==> config.mk <==
export PLATFORM = sky130hd
export DESIGN_NAME = miller_rabin_round
export DESIGN_NICKNAME = d
export VERILOG_FILES = /design/src/rtl/core/mrr_pkg.sv /design/src/rtl/core/miller_rabin_round.sv /design/src/rtl/core/mrr_front.sv /design/src/rtl/core/mrr_queue.sv /design/src/rtl/core/mrr_modmul.sv /design/src/rtl/core/mrr_back.sv
export VERILOG_INCLUDE_DIRS = /design/src /design/src/rtl/core
export SDC_FILE = /design/constraint.sdc
export NUM_CORES = 1
export LEC_CHECK = 0
export BUFFER_PORTS_ARGS = -buffer_cell sky130_fd_sc_hd__buf_2
export CORE_MARGIN = 2
export CORE_UTILIZATION = 55
export CTS_BUF_LIST = sky130_fd_sc_hd__clkbuf_8
export CTS_CLUSTER_SIZE = 12
export DETAILED_ROUTE_END_ITERATION = 10
export PLACE_DENSITY = 0.71
export SKIP_CTS_REPAIR_TIMING = 1
export SYNTH_ARGS = -nofsm -noshare
export SYNTH_HDL_FRONTEND = slang
export SYNTH_HIERARCHICAL = 1
export SYNTH_SLANG_ARGS = --single-unit
==> constraint.sdc <==
create_clock -name clk_i -period 11.15 [get_ports clk_i]
set_input_delay 1.6725 -clock clk_i [delete_from_list [all_inputs] [get_ports clk_i]]
set_output_delay 1.6725 -clock clk_i [all_outputs]
set_load 0.005 [all_outputs]
==> src/rtl/core/assert_macros.svh <==
// ----------------------------------------------------------------------------
// assert_macros.svh
// Concurrent assertion helpers, compiled out for synthesis.
// ----------------------------------------------------------------------------
`ifndef ASSERT_MACROS_SVH
`define ASSERT_MACROS_SVH
`ifndef SYNTHESIS
`define MRR_ASSERT(lbl, clk, rst_n, prop) \
  lbl: assert property (@(posedge clk) disable iff (!rst_n) (prop)) else $error("lbl");
`define MRR_NEVER(lbl, clk, rst_n, expr) \
  lbl: assert property (@(posedge clk) disable iff (!rst_n) !(expr)) else $error("lbl");
`else
`define MRR_ASSERT(lbl, clk, rst_n, prop)
`define MRR_NEVER(lbl, clk, rst_n, expr)
`endif
`endif

==> src/rtl/core/mrr_pkg.sv <==
// ----------------------------------------------------------------------------
// mrr_pkg
// Shared widths and types for the Miller-Rabin round.
// ----------------------------------------------------------------------------
package mrr_pkg;
  localparam int VALUE_BITS = 32;
  localparam int NW         = VALUE_BITS - 1;      // magnitude of a positive n
  localparam int DRAW_W     = 31;
  localparam int DCNT_W     = $clog2(DRAW_W);
  localparam int MCNT_W     = $clog2(NW + 1);
  localparam int QDEPTH     = 2;
  localparam int QPTR_W     = $clog2(QDEPTH);
  localparam int QCNT_W     = $clog2(QDEPTH + 1);

  typedef struct packed {
    logic              trivial;
    logic              verdict;
    logic [NW-1:0]     n;
    logic [DRAW_W-1:0] draw;
  } entry_t;

  typedef struct packed {
    logic          start;
    logic [NW-1:0] x;
    logic [NW-1:0] y;
  } mm_req_t;
endpackage

==> src/rtl/core/miller_rabin_round.sv <==
// ----------------------------------------------------------------------------
// miller_rabin_round
// One Miller-Rabin round: a classifier, a two-entry queue and a test engine.
// ----------------------------------------------------------------------------
// Trivial candidates (n <= 3, n == 4, negative, even) are answered from the
// queue while the engine is idle. Odd n >= 5: witness reduction, odd-part
// split, then modular multiplies in the bit-serial unit; at most 60
// multiplies (a square and a multiply per odd-part bit) for a 31-bit n.
// Throughput: one transaction at a time in the engine; busy_o rises when the
// queue holds two. Reset clears all control state; the receiver cannot stall.
// ----------------------------------------------------------------------------
module miller_rabin_round (
  input  logic        clk_i,
  input  logic        rst_ni,
  input  logic        start_i,
  input  logic [31:0] candidate_i,
  input  logic [30:0] random_draw_i,
  output logic        busy_o,
  output logic        result_valid_o,
  output logic        probably_prime_o
);
  mrr_pkg::entry_t front_entry, head;
  logic            q_empty, q_full, pop;

  // Classify combinationally; the queue entry carries the early verdict.
  mrr_front u_front (
    .candidate_i   (candidate_i),
    .random_draw_i (random_draw_i),
    .entry_o       (front_entry)
  );

  mrr_queue u_queue (
    .clk_i   (clk_i),
    .rst_ni  (rst_ni),
    .push_i  (start_i && !q_full),
    .entry_i (front_entry),
    .pop_i   (pop),
    .head_o  (head),
    .empty_o (q_empty),
    .full_o  (q_full)
  );

  // Engine drains the queue in order, so verdicts leave in arrival order.
  mrr_back u_back (
    .clk_i            (clk_i),
    .rst_ni           (rst_ni),
    .head_i           (head),
    .empty_i          (q_empty),
    .pop_o            (pop),
    .result_valid_o   (result_valid_o),
    .probably_prime_o (probably_prime_o)
  );

  assign busy_o = q_full;
endmodule

==> src/rtl/core/mrr_front.sv <==
// ----------------------------------------------------------------------------
// mrr_front
// Classifies a candidate: settles small, negative and even values at once.
// ----------------------------------------------------------------------------
module mrr_front (
  input  logic [31:0]                   candidate_i,
  input  logic [mrr_pkg::DRAW_W-1:0]    random_draw_i,
  output mrr_pkg::entry_t               entry_o
);
  logic [mrr_pkg::VALUE_BITS-1:0] raw;
  logic [mrr_pkg::NW-1:0]         n;

  assign raw = candidate_i[mrr_pkg::VALUE_BITS-1:0];
  assign n   = raw[mrr_pkg::NW-1:0];

  always_comb begin
    entry_o.n       = n;
    entry_o.draw    = random_draw_i;
    entry_o.trivial = 1'b1;
    entry_o.verdict = 1'b0;
    if (raw[mrr_pkg::VALUE_BITS-1]) begin
      entry_o.verdict = 1'b0;
    end else if (n <= mrr_pkg::NW'(1) || n == mrr_pkg::NW'(4)) begin
      entry_o.verdict = 1'b0;
    end else if (n <= mrr_pkg::NW'(3)) begin
      entry_o.verdict = 1'b1;
    end else if (!n[0]) begin
      entry_o.verdict = 1'b0;
    end else begin
      entry_o.trivial = 1'b0;
    end
  end
endmodule

==> src/rtl/core/mrr_queue.sv <==
// ----------------------------------------------------------------------------
// mrr_queue
// Two-entry FIFO between the classifier and the test engine.
// ----------------------------------------------------------------------------
module mrr_queue (
  input  logic            clk_i,
  input  logic            rst_ni,
  input  logic            push_i,
  input  mrr_pkg::entry_t entry_i,
  input  logic            pop_i,
  output mrr_pkg::entry_t head_o,
  output logic            empty_o,
  output logic            full_o
);
  mrr_pkg::entry_t                mem_q [mrr_pkg::QDEPTH];
  logic [mrr_pkg::QPTR_W-1:0]     wptr_q, rptr_q;
  logic [mrr_pkg::QCNT_W-1:0]     cnt_q, cnt_d;

  assign empty_o = (cnt_q == '0);
  assign full_o  = (cnt_q == mrr_pkg::QCNT_W'(mrr_pkg::QDEPTH));
  assign head_o  = mem_q[rptr_q];

  always_comb begin
    cnt_d = cnt_q;
    if (push_i && !pop_i) cnt_d = cnt_q + 1'b1;
    if (pop_i && !push_i) cnt_d = cnt_q - 1'b1;
  end

  always_ff @(posedge clk_i or negedge rst_ni) begin
    if (!rst_ni) begin
      wptr_q <= '0;
      rptr_q <= '0;
      cnt_q  <= '0;
    end else begin
      cnt_q <= cnt_d;
      if (push_i) wptr_q <= wptr_q + 1'b1;
      if (pop_i)  rptr_q <= rptr_q + 1'b1;
    end
  end

  always_ff @(posedge clk_i) begin
    if (push_i) mem_q[wptr_q] <= entry_i;
  end
endmodule

==> src/rtl/core/mrr_modmul.sv <==
// ----------------------------------------------------------------------------
// mrr_modmul
// Bit-serial modular multiply x*y mod n, one bit of y per cycle.
// ----------------------------------------------------------------------------
module mrr_modmul (
  input  logic                   clk_i,
  input  logic                   rst_ni,
  input  mrr_pkg::mm_req_t       req_i,
  input  logic [mrr_pkg::NW-1:0] n_i,
  output logic                   busy_o,
  output logic                   done_o,
  output logic [mrr_pkg::NW-1:0] p_o
);
  logic [mrr_pkg::NW-1:0]     acc_q, x_q, y_q;
  logic [mrr_pkg::MCNT_W-1:0] cnt_q;
  logic                       done_q;
  logic [mrr_pkg::NW:0]       t, t_r, u, u_r;

  // acc = 2*acc + bit*x, reduced after each step; both partials stay below 2n
  always_comb begin
    t   = {acc_q, 1'b0};
    t_r = (t >= {1'b0, n_i}) ? t - {1'b0, n_i} : t;
    u   = t_r + (y_q[mrr_pkg::NW-1] ? {1'b0, x_q} : '0);
    u_r = (u >= {1'b0, n_i}) ? u - {1'b0, n_i} : u;
  end

  assign busy_o = (cnt_q != '0);
  assign done_o = done_q;
  assign p_o    = acc_q;

  always_ff @(posedge clk_i or negedge rst_ni) begin
    if (!rst_ni) begin
      cnt_q  <= '0;
      done_q <= 1'b0;
    end else begin
      done_q <= 1'b0;
      if (req_i.start) begin
        cnt_q <= mrr_pkg::MCNT_W'(mrr_pkg::NW);
      end else if (busy_o) begin
        cnt_q <= cnt_q - 1'b1;
        if (cnt_q == mrr_pkg::MCNT_W'(1)) done_q <= 1'b1;
      end
    end
  end

  always_ff @(posedge clk_i) begin
    if (req_i.start) begin
      acc_q <= '0;
      x_q   <= req_i.x;
      y_q   <= req_i.y;
    end else if (busy_o) begin
      acc_q <= u_r[mrr_pkg::NW-1:0];
      y_q   <= {y_q[mrr_pkg::NW-2:0], 1'b0};
    end
  end
endmodule

==> src/rtl/core/mrr_back.sv <==
// ----------------------------------------------------------------------------
// mrr_back
// Test engine: witness selection, odd-part split, power and squaring chain.
// ----------------------------------------------------------------------------
`include "assert_macros.svh"
module mrr_back (
  input  logic            clk_i,
  input  logic            rst_ni,
  input  mrr_pkg::entry_t head_i,
  input  logic            empty_i,
  output logic            pop_o,
  output logic            result_valid_o,
  output logic            probably_prime_o
);
  typedef enum logic [7:0] {
    S_IDLE  = 8'b0000_0001,
    S_DIV   = 8'b0000_0010,
    S_SPLIT = 8'b0000_0100,
    S_PSTEP = 8'b0000_1000,
    S_PMUL  = 8'b0001_0000,
    S_PSQ   = 8'b0010_0000,
    S_CHK   = 8'b0100_0000,
    S_SQW   = 8'b1000_0000
  } state_e;

  localparam int NW = mrr_pkg::NW;

  state_e                     state_q, state_d;
  logic [NW-1:0]              n_q, den_q, d_q, acc_q, base_q;
  logic [NW:0]                rem_q, rem_sh;
  logic [mrr_pkg::DRAW_W-1:0] draw_q;
  logic [mrr_pkg::DCNT_W-1:0] dcnt_q;
  logic [mrr_pkg::MCNT_W-1:0] r_q, i_q;
  logic                       vld_q, verdict_q;
  logic                       emit, emit_val;
  mrr_pkg::mm_req_t           mm_req;
  logic                       mm_busy, mm_done;
  logic [NW-1:0]              mm_p, nm1;

  mrr_modmul u_modmul (
    .clk_i  (clk_i),
    .rst_ni (rst_ni),
    .req_i  (mm_req),
    .n_i    (n_q),
    .busy_o (mm_busy),
    .done_o (mm_done),
    .p_o    (mm_p)
  );

  assign nm1    = n_q - 1'b1;
  assign rem_sh = {rem_q[NW-1:0], draw_q[mrr_pkg::DRAW_W-1]};

  always_comb begin
    state_d    = state_q;
    pop_o      = 1'b0;
    emit       = 1'b0;
    emit_val   = 1'b0;
    mm_req     = '0;
    unique case (state_q)
      S_IDLE: begin
        if (!empty_i) begin
          pop_o = 1'b1;
          if (head_i.trivial) begin
            emit     = 1'b1;
            emit_val = head_i.verdict;
          end else begin
            state_d = S_DIV;
          end
        end
      end
      S_DIV: begin
        if (dcnt_q == mrr_pkg::DCNT_W'(mrr_pkg::DRAW_W - 1)) state_d = S_SPLIT;
      end
      S_SPLIT: begin
        if (d_q[0]) state_d = S_PSTEP;
      end
      S_PSTEP: begin
        if (d_q == '0) begin
          state_d = S_CHK;
        end else if (d_q[0]) begin
          mm_req  = '{start: 1'b1, x: acc_q, y: base_q};
          state_d = S_PMUL;
        end else begin
          mm_req  = '{start: 1'b1, x: base_q, y: base_q};
          state_d = S_PSQ;
        end
      end
      S_PMUL: begin
        if (mm_done) begin
          mm_req  = '{start: 1'b1, x: base_q, y: base_q};
          state_d = S_PSQ;
        end
      end
      S_PSQ: begin
        if (mm_done) state_d = S_PSTEP;
      end
      S_CHK: begin
        if (acc_q == NW'(1) || acc_q == nm1) begin
          emit     = 1'b1;
          emit_val = 1'b1;
          state_d  = S_IDLE;
        end else if (i_q >= r_q) begin
          emit    = 1'b1;
          state_d = S_IDLE;
        end else begin
          mm_req  = '{start: 1'b1, x: acc_q, y: acc_q};
          state_d = S_SQW;
        end
      end
      S_SQW: begin
        if (mm_done) begin
          if (mm_p == NW'(1)) begin
            emit    = 1'b1;
            state_d = S_IDLE;
          end else begin
            state_d = S_CHK;
          end
        end
      end
      default: state_d = S_IDLE;
    endcase
  end

  always_ff @(posedge clk_i or negedge rst_ni) begin
    if (!rst_ni) begin
      state_q <= S_IDLE;
      vld_q   <= 1'b0;
    end else begin
      state_q <= state_d;
      vld_q   <= emit;
    end
  end

  always_ff @(posedge clk_i) begin
    if (emit) verdict_q <= emit_val;
    unique case (state_q)
      S_IDLE: begin
        n_q    <= head_i.n;
        den_q  <= head_i.n - NW'(4);
        d_q    <= head_i.n - 1'b1;
        draw_q <= head_i.draw;
        rem_q  <= '0;
        dcnt_q <= '0;
        r_q    <= '0;
        i_q    <= mrr_pkg::MCNT_W'(1);
      end
      S_DIV: begin
        // restoring division of the draw by n-4, remainder only
        rem_q  <= (rem_sh >= {1'b0, den_q}) ? rem_sh - {1'b0, den_q} : rem_sh;
        draw_q <= {draw_q[mrr_pkg::DRAW_W-2:0], 1'b0};
        dcnt_q <= dcnt_q + 1'b1;
      end
      S_SPLIT: begin
        if (!d_q[0]) begin
          d_q <= d_q >> 1;
          r_q <= r_q + 1'b1;
        end else begin
          base_q <= rem_q[NW-1:0] + NW'(2);
          acc_q  <= NW'(1);
        end
      end
      S_PMUL: if (mm_done) acc_q <= mm_p;
      S_PSQ: begin
        if (mm_done) begin
          base_q <= mm_p;
          d_q    <= d_q >> 1;
        end
      end
      S_SQW: begin
        if (mm_done) begin
          acc_q <= mm_p;
          i_q   <= i_q + 1'b1;
        end
      end
      default: ;
    endcase
  end

  assign result_valid_o   = vld_q;
  assign probably_prime_o = verdict_q;

  `MRR_ASSERT(a_emit_to_idle, clk_i, rst_ni, emit |=> state_q == S_IDLE)
  `MRR_NEVER(a_mm_start_busy, clk_i, rst_ni, mm_req.start && mm_busy)
  `MRR_NEVER(a_pop_empty, clk_i, rst_ni, pop_o && empty_i)
endmodule
Word level (Yosys, flattened, before mapping) --
Memory sizes are Yosys's and may differ from the RTL's. Index checks and enable logic that the tools add are counted.
Storage, ports and cells: input bits 66, memories kept 1, word-level logic and storage cells 165, memory bits (writable) 128, register bits 345, output and inout port bits 3
Memory list:
- u_queue.mem_q | words 2, width 64, rd ports 1, clocked after memory_dff 0, wr ports 1, line mrr_queue.sv:15 | mrr_pkg::entry_t mem_q [mrr_pkg::QDEPTH];
Cells by class: order comparisons 6, equality and inequality tests 24, $add $sub $neg 16, reduce and logical (&&, ||, !) cells 27, mux-type cells 69
Operator list (number):
- two-way mux 31 bit | 10
- two-way mux 63 bit | 4
- one-hot mux 31 bit (2 select lines) | 4
- one-hot mux 63 bit (3 select lines) | 1
- greater-or-equal comparator 32 x 31 -> 1 bit | 3
- one-hot mux 31 bit (3 select lines) | 1
- two-way mux 8 bit | 10
- one-hot mux 8 bit (8 select lines) | 1
- == test 31 x 1 -> 1 bit (second input constant) | 2
- two-way mux 62 bit | 1
- subtractor 31 x 1 -> 31 bit (second input constant) | 2
- subtractor 31 bit | 2
- adder 32 x 31 -> 32 bit | 1
- two-way mux 32 bit | 1
- subtractor 32 x 31 -> 32 bit | 1
- adder 31 x 2 -> 31 bit (second input constant) | 1
- == test 31 x 3 -> 1 bit (second input constant) | 1
- == test 31 bit | 1
- <= comparator 31 x 1 -> 1 bit (second input constant) | 1
- <= comparator 31 x 2 -> 1 bit (second input constant) | 1
- zero test 31 bit | 1
- subtractor 31 x 3 -> 31 bit (second input constant) | 1
- one-hot mux 5 bit (2 select lines) | 3
- two-way mux 1 bit | 23
- 36 further kinds | 65

Logic depth before layout (Yosys ltp) --
Gate-level depths: netlist (run 1).
depth in word-level cells 7, mapped depth 32, gate-level depth less buffers 29

By module --
The synthesis (run 1) kept the hierarchy.
By module, submodules not included:
- mrr_back | area each 14707.9 um2, cells an instance 1434, seq. area each 7163.1 um2, times used 1
- mrr_modmul | area each 9740.6 um2, cells an instance 1160, seq. area each 2632.5 um2, times used 1
- mrr_queue | area each 5008.6 um2, cells an instance 215, seq. area each 3943.8 um2, times used 1
- mrr_front | area each 550.5 um2, cells an instance 75, seq. area each 0.0 um2, times used 1
- miller_rabin_round | area each 13.8 um2, cells an instance 1, seq. area each 0.0 um2, times used 1

Worst setup path before layout (run 1) --
No wires, ideal clock.
path kind register to register, start point reg u_back.n_q[0], end point reg u_back.u_modmul.acc_q (netlist bit u_back/u_modmul/p_o[25]), buffers on the path 3, data arrival time 6.962 ns, slack 4.072 ns, required time 11.035 ns, library setup time 0.115 ns, stages on the path, launching flop included 30, clock period less this slack 7.078 ns, path through edfxtp_1 inv_1 fa_1 a21o_1 a221oi_2 and3_1 o31ai_1 a31oi_1 clkbuf_1 clkbuf_1 nand2_1 o21ai_0 ha_1 a2111oi_0 nor3_1 a221oi_4 a211o_2 a31oi_2 and4_4 or3_4 ha_1 a21oi_1 nor2b_1 o211ai_1 o22a_1 a221o_1 a31o_2 buf_2 or4_1 and3_1
On the way: cells in the longest elaborated chain, start to end 5, elaborated cells on any way between the ends 12, those cells by class add/sub: 4; order compare: 2; eq/ne: 1; mux: 4; reduce/logical: 1
RTL lines:
- start, declared | line mrr_back.sv:29 | logic [NW-1:0] n_q, den_q, d_q, acc_q, base_q;
- start signal, assigned | line mrr_back.sv:138 | n_q <= head_i.n;
- subtractor 32 x 31 -> 32 bit, or another cell as far along | line mrr_modmul.sv:22 | t_r = (t >= {1'b0, n_i}) ? t - {1'b0, n_i} : t;
- two-way mux 32 bit or == test 31 bit (tied branches) | line mrr_modmul.sv:22, mrr_back.sv:98
- adder 32 x 31 -> 32 bit or logical OR 1 bit (tied branches) | line mrr_modmul.sv:23, mrr_back.sv:98
- subtractor 31 bit, or another cell as far along | line mrr_modmul.sv:24 | u_r = (u >= {1'b0, n_i}) ? u - {1'b0, n_i} : u;
- two-way mux 31 bit or one-hot mux 63 bit (3 select lines) (tied branches) | line mrr_modmul.sv:24, mrr_back.sv:59
- end signal, assigned | line mrr_modmul.sv:52 | acc_q <= u_r[mrr_pkg::NW-1:0];
- end, declared | line mrr_modmul.sv:14 | logic [mrr_pkg::NW-1:0] acc_q, x_q, y_q;
Several ways; a longest one is shown, not always the timed one. A chain may end at the register's enable or synchronous reset.

Worst setup path in the final report (run 1) --
start point reg u_back.n_q[0], end point reg u_back.u_modmul.acc_q (netlist bit u_back/u_modmul/p_o[5])
Same word-level chain as after synthesis.

==> out/metrics.yaml, run 1 <==
timing:
  fmax_mhz: 115
  finalMaxSlewViolations: 0
  skew_ps: 27.9
  grt_setup_unrepaired: "false"
  hold_violations: 0
  fin_crit_ps: 8710
  finalCritPeriodShare: 0.781
  finalSetupViolations: 0
  worst_pin_slew_ps: 1180
  finalSetupTns_ps: 0
  slew_headroom: 0.212
critical_path:
  crit_fanout: 67
  critPathCaptureType: "flop"
  r2r.worst_path.cells: 27
  r2r-end: "u_back/u_modmul/p_o[5]"
  r2r_start: "u_back/n_q[0]"
  cp-start-kind: "flop"
  cp_data_required_time_ps: 11700
  crit_arrival_ps: 9250
  r2r_slack_ps: 2440
  path_class: "flop to flop"
synthesis:
  yosysMostFrequentCell: "edfxtp_1"
  yosys.area_share.simple: 0.156
  synth_largest_area_cell: "edfxtp_1"
  synth_area_leaders: "edfxtp_1 (42%), ha_1 (5.9%), xnor2_1 (3.7%)"
  synth_mux_area_frac: 0.0587
  synth_cells: 2885
  synth_top_flop_cell: "edfxtp_1"
  synth_nets: 3096
  async_flop_share: 0.0403
  yosysUniqueCellTypes: 97
  synth_xor_area_frac: 0.0658
  synth_edf_count: 421
  avgSynthCellArea_um2: 10.4
  synth_seq_cells: 471
  ys_seq_area_frac: 0.458
  synth_top_family_by_area: "simple AND/OR/NAND/NOR gates"
  synth_top_cells_by_count: "edfxtp_1 (421), nand2_1 (229), nor2_1 (206), a21oi_1 (176), ha_1 (141)"
  synth_compound_area_frac: 0.152
  synth.cell_area_um2: 30000
  synth-adder-area-share: 0.0614
  yosys_warnings: 6
  netlist.area_leader.share: 0.421
job:
  maxCapViolations: 0
placed_design:
  gp_congestion: 0.954
  dpl.hpwl_um: 58900
  numPortBuffers: 68
min_path:
  whs_path_depth: 1
  hold_class: "flop to flop"
  min-delay-start: "u_queue/cnt_q[1]"
  min_to: "u_queue/cnt_q[1]"
floorplanning:
  die_w_um: 238
  row_count: 85
  die_height_um: 238
  coreArea_um2: 53900
  initial_core_util: 0.557
  dieArea_um2: 56500
  io_pins: 69
layout:
  finalNetCount: 3099
  num-fill-cells: 4449
  multi_input_area_um2: 14900
  register_area_um2: 13700
  drive_above_1_share: 0.133
  area_growth_pct: 7.18
clock_tree:
  clock_path_buffers: 3
  cts_tree: "done"
  cts_max_level: 3
  cts_root_buffer: "clkbuf_8"
  clk_latency_ps: 680
  cts.sinks: 471
  clk_pin_slew_worst_paths_ps: 60
  cts_buffers: 80
run_status:
  status: "complete, no violations"
global_route:
  antenna_found_initial: 1
  track_usage: 0.278
  grt_pass1_wl_um: 123000
  grt_pass1_vias: 22300
  grt_max_degree: 68
  grt_overflow: 0
drt:
  drc_errors: 0
  routedWlPerCell_um: 21.6
  dr.first_iter.drc_count: 1802
  routed_wl_um: 78900
  via_per_inst: 6.22
  vias: 22700
  firstDrtPassIters: 5
  antenna_left: 0
-- metrics by stage --
step	setup WS, ps	cell area (um^2)	utilization	cells	hold slack, ps
global route	1960	32200	0.597	3651	545
CTS	2530	32200	0.597	3650	519
global placement	2730	30600	0.567	3502	472
detailed placement	2590	30600	0.567	3502	508
floorplan	4070	30000	-	2885	456
finish	2440	32200	0.597	3651	517
-- flip-flops by register name (all words and copies together) (netlist names), 2 cells and up --
register and count:
u_queue/mem_q 128, u_back/acc_q 31, u_back/base_q 31, u_back/d_q 31, u_back/draw_q 31, u_back/n_q 31
u_back/rem_q 31, u_back/u_modmul/p_o 31, u_back/u_modmul/x_q 31, u_back/u_modmul/y_q 31, u_back/den_q 29, u_back/state_q 8
u_back/dcnt_q 5, u_back/i_q 5, u_back/r_q 5, u_back/u_modmul/cnt_q 5, u_queue/cnt_q 2
-- worst max path at each step --
stage | cells past startpoint | slack, ps | from | end
CTS | 27 | 2530 | u_back/n_q[0] | u_back/u_modmul/p_o[5]
floorplan | 29 | 4070 | u_back/n_q[0] | u_back/u_modmul/p_o[25]
global route | 27 | 1960 | u_back/n_q[0] | u_back/u_modmul/p_o[5]
finish | 27 | 2440 | u_back/n_q[0] | u_back/u_modmul/p_o[5]
global placement | 27 | 2730 | u_back/n_q[0] | u_back/u_modmul/p_o[7]
detailed placement | 27 | 2590 | u_back/n_q[0] | u_back/u_modmul/p_o[9]
-- worst max-delay path: stages, from the launching register on --
cell and delay (ps):
edfxtp_1 610, inv_1 180, fa_1 480, a21o_1 200, a221oi_2 370, and3_1 230, o31ai_1 190, a31oi_4 210
buf_4 490, mux2_2 420, inv_1 80, fa_1 200, nand2b_1 130, a21oi_1 120, o41ai_1 780, a211oi_1 280
o21ai_0 610, xnor2_1 180, ha_1 390, a21o_1 220, o21ai_0 270, o211ai_1 120, o22a_1 240, a221o_1 330
a31oi_2 150, buf_4 310, nand2_1 340, a221o_1 390
-- routing by layer --
layer / up-vias / share of wire / GRT usage
met5: - / 0 / 0
met1: 11000 / 0.43 / 0.376
met4: 0 / 0.024 / 0.0863
met2: 915 / 0.47 / 0.460
met3: 131 / 0.072 / 0.0484
li1: 10700 / - / -
-- logic make-up after synthesis --
| logic type | Yosys count |
|---|---|
| buffers and inverters | 302 |
| AOI/OAI and AO/OA | 675 |
| xor gates and xnor gates | 223 |
| DFF | 471 |
| and+or+nand+nor | 928 |
| muxes | 141 |
| adders and majority gates | 145 |
-- final cells by class --
class	instances	area share
Clock buffer	82	0.0351
Clock inverter	66	0.0146
Timing Repair Buffer	97	0.0173
Multi-Input combinational cell	2112	0.464
Sequential cell	471	0.427
Antenna cell	1	0.0000778
Inverter	126	0.0147
Tap cell	696	0.0271
-- layout by cell type (no fill, tap or decap), drive strengths merged, types with 28 or more instances in the layout --
master and n:
a21oi 177, and3 35, buf 97, xnor2 129, a21o 54, clkbuf 82, a22o 66, nor4 51
nor2 206, inv 153, dfxtp 31, xor2 93, a211oi 28, mux2 130, edfxtp 421, o21ai 133
clkinv 32, ha 141, and2 75, nand2 229, nand4 37, nor3 74, nand3 74
Power of run 1 is not shown: default switching activity piles up to over one toggle a cycle in this logic, so the estimate is an artifact.
==> inputs of run 2 (changes only) <==
--- a/config.mk
+++ b/config.mk
@@ -12,7 +12,7 @@
 export CTS_BUF_LIST = sky130_fd_sc_hd__clkbuf_8
 export CTS_CLUSTER_SIZE = 12
 export DETAILED_ROUTE_END_ITERATION = 10
-export PLACE_DENSITY = 0.71
+export PLACE_DENSITY = 0.74
 export SKIP_CTS_REPAIR_TIMING = 1
 export SYNTH_ARGS = -nofsm -noshare
 export SYNTH_HDL_FRONTEND = slang
==> constraint.sdc (replaced) <==
create_clock -name clk_i -period 7.1 [get_ports clk_i]
set_input_delay 1.065 -clock clk_i [delete_from_list [all_inputs] [get_ports clk_i]]
set_output_delay 1.065 -clock clk_i [all_outputs]
set_load 0.005 [all_outputs]
==> out/metrics.yaml, run 2 (synthesis gave the netlist of run 1 again) <==
placed_design:
  place_inst: 3607
  numPortBuffers: 68
  gp_congestion: 0.986
  dpl.hpwl_um: 61000
clock_tree:
  cts_root_buffer: "clkbuf_8"
  cts_tree: "done"
  cts_max_level: 3
  cts.sinks: 471
  clk_latency_ps: 670
  clk_pin_slew_worst_paths_ps: 60
  cts_buffers: 78
  clock_path_buffers: 3
critical_path:
  cp_data_required_time_ps: 7670
  crit_fanout: 5
  r2r_start: "u_back/n_q[19]"
  crit_arrival_ps: 7460
  r2r_slack_ps: 210
  critPathCaptureType: "flop"
  r2r-end: "u_back/u_modmul/p_o[26]"
  cp-start-kind: "flop"
  r2r.worst_path.cells: 27
  path_class: "flop to flop"
global_route:
  antenna_found_initial: 2
  grt_max_degree: 69
  grt_overflow: 0
  track_usage: 0.285
  grt_pass1_wl_um: 126000
  grt_pass1_vias: 23100
layout:
  finalNetCount: 3223
  final_cell_mix: "edfxtp_1 (421), nand2_1 (226), nor2_1 (203)"
  drive_above_1_share: 0.183
  multi_input_area_um2: 15200
  final_common_cell: "edfxtp_1"
  largest_register_ffs: 128
  area_growth_pct: 10.9
  register_area_um2: 13700
  regMostFlops: "u_queue/mem_q"
  final_cell_count_no_fill: 3781
  num-fill-cells: 4322
floorplanning:
  row_count: 85
  io_pins: 69
  die_height_um: 238
  dieArea_um2: 56500
  initial_core_util: 0.557
  coreArea_um2: 53900
  die_w_um: 238
drt:
  drc_errors: 0
  routed_wl_um: 80900
  via_per_inst: 6.17
  dr.first_iter.drc_count: 1933
  routedWlPerCell_um: 21.4
  firstDrtPassIters: 6
  vias: 23300
  antenna_left: 1
timing:
  finalSetupViolations: 0
  skew_ps: 29.3
  fin_crit_ps: 6890
  hold_violations: 0
  slew_headroom: 0.115
  finalCritPeriodShare: 0.970
  finalMaxSlewViolations: 0
  worst_pin_slew_ps: 1310
  fmax_mhz: 145
run_status:
  violations: "antenna violations"
  status: "complete, but fails checks"
min_path:
  hold_class: "primary input to asynchronous set/reset pin"
job:
  maxCapViolations: 0
-- run 2: changes by cell type in the layout (fill, tap and decap cells not counted), sizes merged --
cell      change
buf         +126
clkinv        -4
clkinvlp      +2
inv           +3
clkbuf        -1
diode         +7
bufinv        -3
-- run 2: how the worst max path moves through the flow --
| stage | startpoint | endpoint | slack, ps | depth (start not counted) |
|---|---|---|---|---|
| floorplan | u_back/n_q[0] | u_back/u_modmul/p_o[25] | 20 | 29 |
| global placement | u_back/n_q[1] | u_back/u_modmul/p_o[26] | -200 | 30 |
| detailed placement | u_back/n_q[1] | u_back/u_modmul/p_o[26] | -190 | 30 |
| CTS | u_back/n_q[1] | u_back/u_modmul/p_o[26] | -240 | 30 |
| global route | u_back/n_q[19] | u_back/u_modmul/p_o[26] | -110 | 30 |
| finish | u_back/n_q[19] | u_back/u_modmul/p_o[26] | 210 | 27 |
-- run 2: worst max-delay path: stages, from the launching register on --
cell      delay, ps
edfxtp_1        430
inv_1           140
ha_1            300
a21oi_1         270
o211ai_1        200
a31oi_2         230
o221ai_2        210
a31oi_4         260
mux2_2          390
ha_1            290
a211oi_1        340
o21ai_1         180
a221oi_4        410
o21ai_0         220
a21oi_1         240
buf_4           150
a311oi_2        110
ha_1            400
and4_1          240
and3_1          170
a21o_1          150
inv_1            70
and4b_1         210
o41ai_4         430
buf_4           180
nor3_1           40
mux2_2          290
nor4_4          280
-- run 2: final cells by class --
cell class	instances	area share
repair buffers	223	0.0454
well taps	696	0.0261
inverters	126	0.0143
multi-input cells	2112	0.456
clock inverters	64	0.0119
diodes	8	0.000601
clock buffers	81	0.0335
flip-flops and latches	471	0.413
-- run 2: through the flow --
stage / hold WS [ps] / cell area (um^2) / setup WS, ps / setup TNS (ps) / utilization
6_report: 355 / 33300 / 212 / 0 / 0.618
5_1_grt: 368 / 33300 / -106 / -151 / 0.617
4_1_cts: 324 / 32900 / -237 / -301 / 0.609
3_5_place_dp: 481 / 31400 / -186 / -205 / 0.581
3_3_place_gp: 474 / 31400 / -200 / -296 / 0.581
2_1_floorplan: 456 / 30000 / 22.4 / 0 / -
-- run 2: per-layer routing --
metal,up-vias,track usage,part of all wire
met5,-,0,0
met4,0,0.101,0.029
met3,136,0.0404,0.066
met2,905,0.468,0.47
met1,11300,0.389,0.43
li1,11000,-,-
Power of run 2 is left out for the same reason.
